File: src/stepper_phase_sequencer_defines.svh
// assertion macros for the stepper phase sequencer
`ifndef STEPPER_PHASE_SEQUENCER_DEFINES_SVH
`define STEPPER_PHASE_SEQUENCER_DEFINES_SVH

// same-cycle implication, checked out of reset
`define SPSQ_ASSERT_NOW(label, ante, cons) \
    label: assert property (@(posedge i_clk) disable iff (!i_rst_n) (ante) |-> (cons)) \
        else $error("spsq check failed");

// next-cycle implication, checked out of reset
`define SPSQ_ASSERT_NEXT(label, ante, cons) \
    label: assert property (@(posedge i_clk) disable iff (!i_rst_n) (ante) |=> (cons)) \
        else $error("spsq check failed");

`endif

File: src/spsq_pkg.sv
package spsq_pkg;

    localparam int unsigned CountW = 16;
    localparam int unsigned CoilW  = 4;
    localparam int unsigned PhaseW = 3;

    localparam logic [CountW-1:0] TickMax = {CountW{1'b1}};

    // input mode codes
    typedef enum logic {
        MODE_TICK  = 1'b0,
        MODE_START = 1'b1
    } t_mode;

    typedef logic [CoilW-1:0] t_coil;

    // one result item
    typedef struct packed {
        t_coil coils;
        logic  busy;
        logic  done;
    } t_result;

    localparam t_coil WaveFwd [4] = '{4'd1, 4'd2, 4'd4, 4'd8};
    localparam t_coil WaveRev [4] = '{4'd8, 4'd4, 4'd2, 4'd1};
    localparam t_coil HalfFwd [8] = '{4'd1, 4'd3, 4'd2, 4'd6, 4'd4, 4'd12, 4'd8, 4'd9};
    localparam t_coil HalfRev [8] = '{4'd8, 4'd12, 4'd4, 4'd6, 4'd2, 4'd3, 4'd1, 4'd9};

    // coil pattern for a sequence position
    function automatic t_coil pattern_at(input logic half, input logic rev,
                                         input logic [PhaseW-1:0] idx);
        t_coil pat;
        if (half) begin
            pat = rev ? HalfRev[idx] : HalfFwd[idx];
        end else begin
            pat = rev ? WaveRev[idx[1:0]] : WaveFwd[idx[1:0]];
        end
        return pat;
    endfunction

endpackage

File: src/stepper_phase_sequencer.sv
// accepted item's result is registered in r_out, or in the skid stage if output is held
// one item per cycle while o_ready; a skid stage keeps input ready for one stalled result
// state advances in a single pass of short logic at item acceptance
// reset (synchronous, active low) clears the move state, coils off, and empties outputs
`include "stepper_phase_sequencer_defines.svh"

module stepper_phase_sequencer
    import spsq_pkg::*;
(
    input  logic              i_clk,
    input  logic              i_rst_n,
    input  logic              i_valid,
    output logic              o_ready,
    input  logic              i_mode,
    input  logic [CountW-1:0] i_step_count,
    input  logic              i_direction,
    input  logic              i_half_step,
    input  logic [CountW-1:0] i_hold_time,
    output logic              o_valid,
    input  logic              i_ready,
    output logic [CoilW-1:0]  o_coils,
    output logic              o_busy_res,
    output logic              o_done_res
);

    // move state
    logic [PhaseW-1:0] r_phase, n_phase;
    logic [CountW-1:0] r_steps, n_steps;
    logic [CountW-1:0] r_elapsed, n_elapsed;
    logic [CountW-1:0] r_hold, n_hold;
    logic              r_busy, n_busy;
    logic              r_half, n_half;
    logic              r_rev, n_rev;
    t_coil             r_coil, n_coil;
    logic              n_done;

    // output register and skid stage
    t_result r_out, r_skid, n_res;
    logic    r_out_valid, r_skid_valid;

    logic              accept, take, start;
    logic [CountW-1:0] hold_sel, elapsed_inc, steps_dec;
    logic [PhaseW-1:0] phase_inc;

    assign o_ready = !r_skid_valid;
    assign accept  = i_valid && o_ready;
    assign take    = r_out_valid && i_ready;
    assign start   = (t_mode'(i_mode) == MODE_START) && !r_busy;

    // start-item hold time, halved in half step and at least one tick
    always_comb begin
        hold_sel = i_half_step ? (i_hold_time >> 1) : i_hold_time;
        if (hold_sel == '0) begin
            hold_sel = CountW'(1);
        end
    end

    assign elapsed_inc = (r_elapsed != TickMax) ? r_elapsed + CountW'(1) : r_elapsed;
    assign steps_dec   = r_steps - CountW'(1);
    assign phase_inc   = r_phase + PhaseW'(1);

    // next move state for the item at the input
    always_comb begin
        n_phase   = r_phase;
        n_steps   = r_steps;
        n_elapsed = r_elapsed;
        n_hold    = r_hold;
        n_busy    = r_busy;
        n_half    = r_half;
        n_rev     = r_rev;
        n_coil    = r_coil;
        n_done    = 1'b0;
        if (start) begin
            n_rev     = i_direction;
            n_half    = i_half_step;
            n_hold    = hold_sel;
            n_elapsed = '0;
            n_phase   = '0;
            if (i_step_count == '0) begin
                n_steps = '0;
                n_coil  = '0;
                n_busy  = 1'b0;
                n_done  = 1'b1;
            end else begin
                n_steps = i_step_count;
                n_coil  = pattern_at(i_half_step, i_direction, '0);
                n_busy  = 1'b1;
            end
        end else if (r_busy) begin
            n_elapsed = elapsed_inc;
            if (elapsed_inc >= r_hold) begin
                n_elapsed = '0;
                n_steps   = steps_dec;
                if (steps_dec == '0) begin
                    n_coil = '0;
                    n_busy = 1'b0;
                    n_done = 1'b1;
                end else begin
                    n_phase = phase_inc;
                    n_coil  = pattern_at(r_half, r_rev, phase_inc);
                end
            end
        end
        n_res = '{coils: n_coil, busy: n_busy, done: n_done};
    end

    // move state registers
    always_ff @(posedge i_clk) begin
        if (!i_rst_n) begin
            r_phase   <= '0;
            r_steps   <= '0;
            r_elapsed <= '0;
            r_hold    <= '0;
            r_busy    <= 1'b0;
            r_half    <= 1'b0;
            r_rev     <= 1'b0;
            r_coil    <= '0;
        end else if (accept) begin
            r_phase   <= n_phase;
            r_steps   <= n_steps;
            r_elapsed <= n_elapsed;
            r_hold    <= n_hold;
            r_busy    <= n_busy;
            r_half    <= n_half;
            r_rev     <= n_rev;
            r_coil    <= n_coil;
        end
    end

    // output valid flags
    always_ff @(posedge i_clk) begin
        if (!i_rst_n) begin
            r_out_valid  <= 1'b0;
            r_skid_valid <= 1'b0;
        end else if (r_out_valid && !take) begin
            if (accept) begin
                r_skid_valid <= 1'b1;
            end
        end else if (r_skid_valid) begin
            r_out_valid  <= 1'b1;
            r_skid_valid <= 1'b0;
        end else begin
            r_out_valid <= accept;
        end
    end

    // output payload
    always_ff @(posedge i_clk) begin
        if (r_out_valid && !take) begin
            if (accept) begin
                r_skid <= n_res;
            end
        end else if (r_skid_valid) begin
            r_out <= r_skid;
        end else if (accept) begin
            r_out <= n_res;
        end
    end

    assign o_valid    = r_out_valid;
    assign o_coils    = r_out.coils;
    assign o_busy_res = r_out.busy;
    assign o_done_res = r_out.done;

    // skid stage only fills behind a held output
    `SPSQ_ASSERT_NOW(a_skid_order, r_skid_valid, r_out_valid)
    // a running move always drives a coil
    `SPSQ_ASSERT_NOW(a_busy_coils, r_busy, r_coil != '0)
    // a tick while idle leaves the coils off
    `SPSQ_ASSERT_NEXT(a_idle_tick, accept && !i_mode && !r_busy, !r_busy && r_coil == '0)

endmodule

File: config.mk
export PLATFORM = sky130hd
export DESIGN_NAME = stepper_phase_sequencer
export DESIGN_NICKNAME = d
export VERILOG_FILES = /design/src/spsq_pkg.sv /design/src/stepper_phase_sequencer.sv
export VERILOG_INCLUDE_DIRS = /design/src /design/src/src
export SDC_FILE = /design/constraint.sdc
export NUM_CORES = 1
export LEC_CHECK = 0
export BUFFER_PORTS_ARGS = -buffer_cell sky130_fd_sc_hd__buf_2
export CAP_MARGIN = 25
export CORE_MARGIN = 8
export CORE_UTILIZATION = 60
export CTS_BUF_LIST = sky130_fd_sc_hd__clkbuf_8
export DETAILED_ROUTE_END_ITERATION = 8
export GPL_TIMING_DRIVEN = 0
export HOLD_SLACK_MARGIN = 0.08
export PLACE_DENSITY = 0.79
export RECOVER_POWER = 100
export SLEW_MARGIN = 20
export SYNTH_ARGS = -nofsm -noshare
export SYNTH_HDL_FRONTEND = slang
export SYNTH_SLANG_ARGS = --single-unit
File: constraint.sdc
create_clock -name i_clk -period 4.95 [get_ports i_clk]
set_clock_uncertainty 0.15 [all_clocks]
set_input_delay 0.7425 -clock i_clk [delete_from_list [all_inputs] [get_ports i_clk]]
set_output_delay 0.7425 -clock i_clk [all_outputs]
set_load 0.1 [all_outputs]
==> metrics <==
share of cells above drive strength 1=12.08%; reg2reg setup slack=250 ps; Synth Warn #=0; Post-synth ARST share=0%; CTS HTree Levels=3; core area=7292 um2; Hold Vio Cnt, Final=0; Worst Path Class, Setup=reg -> reg; Layout Cells excl Fill=728; crit share post-route=94.91%; Hold Path Class=reg -> reg; ANT nets after route=0; Pre-Repair DR Iteration Count=6; Max IR drop VDD=0.0001561 V; post-synth top area share=26.35%; worst-case reg-to-reg path depth=15; DR iter-0 viols=287; Critical R2R Capture=r_steps[11]; Placed Cells incl. Taps=713; register bit total from synthesis=72; worst rel slew slack=21.53%; pre-CTS worst setup slack=152.0 ps; Worst setup SP type=register; PwrDens=295.0 nW/um2; synth top area cells=dfxtp_1 26%, edfxtp_1 7.9%, ha_1 7.1%; Routed WL=12220 um; synthesized cell area=4558 um2; Num CTS Buffers=9; Placer Congestion=0.9400; Layout fillers=657; hold buffers post-CTS=0; Critical Path End=r_steps[11]; Vias/cell=6.166; Die Footprint=10640 um2; Area Overhead vs Synth=11.97%; initial core utilization=62.51%; post-route minimum period=4698 ps; post-synth top area cell=dfxtp_1; most frequent cell after synthesis=nor2_1; Die Ht=103.2 um; worst slew pin tran=1182 ps; Primary FF master, synth=dfxtp_1; DRC=0; Final setup viols=0; Synth top cells by count=64 x nor2_1, 62 x nand2_1, 60 x dfxtp_1; row cnt=31; crit end category=register; post-synthesis sequential area ratio=34.26%; Clock Latency Late Sink=360 ps; Worst-path clk slew=80 ps; crit path max fanout=9; r2r startpoint=r_elapsed[3]; total track usage=23.69%; max-slew violations=0; outcome=finished clean; CTS Buffer Depth=2; Mapped Nets=634; unrepaired setup endpoints after global routing=no; Avg Cell Area, Syn=8.011 um2; crit-path cells=clkbuf_1 > and4_1 > and4_1 > and3_1 > or3_1 > and2_1 > or2_2 > ha_1 > nand4_1 > o311a_1 > o31ai_4 > or3_1 > clkbuf_1 > nand2_1 > o221a_2; per-cell routed wire length=16.79 um; fin nets=689; Vias=4489; Max-Cap Viols=0; CTS Root Cell=clkbuf_8; Top Ports=47; Post-Synthesis Cells=569; Max stage delay on crit path=440 ps; setup TNS=0 ps; Critical path origin=r_elapsed[3]; post-synthesis cell type count=59; largest net degree at the start of global routing=14; leakage power=2.015 nW; Final WS setup=252.1 ps; ANT cells=0; CTS Sinks=72; gr ovfl total=0; antenna violations before repair=0; Post-synth EDFFs=12; CP Data Arrival Time=4810 ps; buffers added on ports=45; vias in the first global route=4314; worst path required time=5060 ps; die width=103.2 um; CP max stage cell=o31ai_4; Max Clock Freq=212.9 MHz; CTS tree=built; hpwl dp=9275 um; first-pass GRT wire length=19890 um
[worst max-delay path, delay by kind of cell (launching register included)]
kind / cells / cell delay [ps]
AND/OR/NAND/NOR: 9 / 2180
AO/OA/AOI/OAI: 3 / 1210
buffers and inverters: 2 / 440
flip-flops: 1 / 310
adder cells (fa/ha/maj): 1 / 310
[area by class of cell]
type / instances / area, um2 / share of cell area (%)
buffer: 35 / 146.4 / 2.868
clock buffer: 9 / 123.9 / 2.427
clock inverter: 7 / 70.07 / 1.373
inverter: 27 / 101.3 / 1.986
multi-input combinational: 434 / 2764 / 54.16
sequential: 72 / 1562 / 30.60
tap: 99 / 123.9 / 2.427
timing repair buffer: 45 / 212.7 / 4.168
[stage by stage]
step | hold slack (ps) | power [mW] | cell area [um2] | util (%)
floorplan | 281.9 | 0.9352 | 4558 | -
global placement | 291.1 | 1.024 | 4907 | 67.30
detailed placement | 294.5 | 1.033 | 4907 | 67.30
CTS | 304.3 | 1.497 | 5101 | 69.96
global route | 322.5 | 1.571 | 5104 | 69.99
finish | 304.6 | 1.506 | 5104 | 69.99
[where the power goes]
part	leakage, nW	switching [mW]	internal (mW)
logic	1.32	0.251	0.124
registers	0.604	0.0270	0.629
clock network	0.0913	0.242	0.233
total	2.02	0.520	0.986
[registers in the layout, summed over array words and instances, names as in the netlist]
signal / cells
o_busy_res: 1
o_coils: 4
o_done_res: 1
o_valid: 1
r_busy: 1
r_coil: 4
r_elapsed: 16
r_half: 1
r_hold: 16
r_phase: 3
r_rev: 1
r_skid: 6
r_skid_valid: 1
r_steps: 16
[cells by family after synthesis]
kind of cell	share of synthesized area, %
simple gates	24.38
compound gates	20.64
flops	34.26
buf+inv	5.517
mux	5.956
fa+ha+maj	7.137
xor+xnor	2.114
[routing by layer]
metal | share of wire, % | GRT usage (%) | vias up
li1 | - | - | 2182
met1 | 42 | 28.46 | 2077
met2 | 48 | 40.69 | 203
met3 | 8.0 | 3.714 | 27
met4 | 2.4 | 10.46 | 0
met5 | 0 | 0 | -
[cells in the final DEF, fill, tap and decap left out, types with 9 or more instances in the layout]
cell type	synthesis	final
nor2_1	64	64
nand2_1	62	62
dfxtp_1	60	60
clkbuf_1	30	39
buf_2	2	37
a21oi_1	32	32
ha_1	26	26
nand3_1	25	25
inv_1	24	25
o21ai_0	23	23
mux2i_1	20	20
a211oi_1	17	17
nand4_1	16	16
nor3_1	15	14
o31ai_1	14	14
nor4_1	13	13
a31oi_1	13	13
edfxtp_1	12	12
clkbuf_8	0	9
[repair_timing]
action | in CTS | in global routing
setup buffers | 0 | 0
hold endpoints to repair | 0 | 0
setup endpoints to repair | 0 | 21
resized for setup | 0 | 3
[worst min-delay path by stage]
stage,from,end,cells after the start
4_1_cts,r_hold[15],r_hold[15],2
3_5_place_dp,r_hold[15],r_hold[15],2
3_3_place_gp,r_hold[15],r_hold[15],2
5_1_grt,r_hold[15],r_hold[15],2
6_report,r_hold[15],r_hold[15],2
2_1_floorplan,r_hold[15],r_hold[15],2
Note: power is estimated with default switching activity, not from simulation.
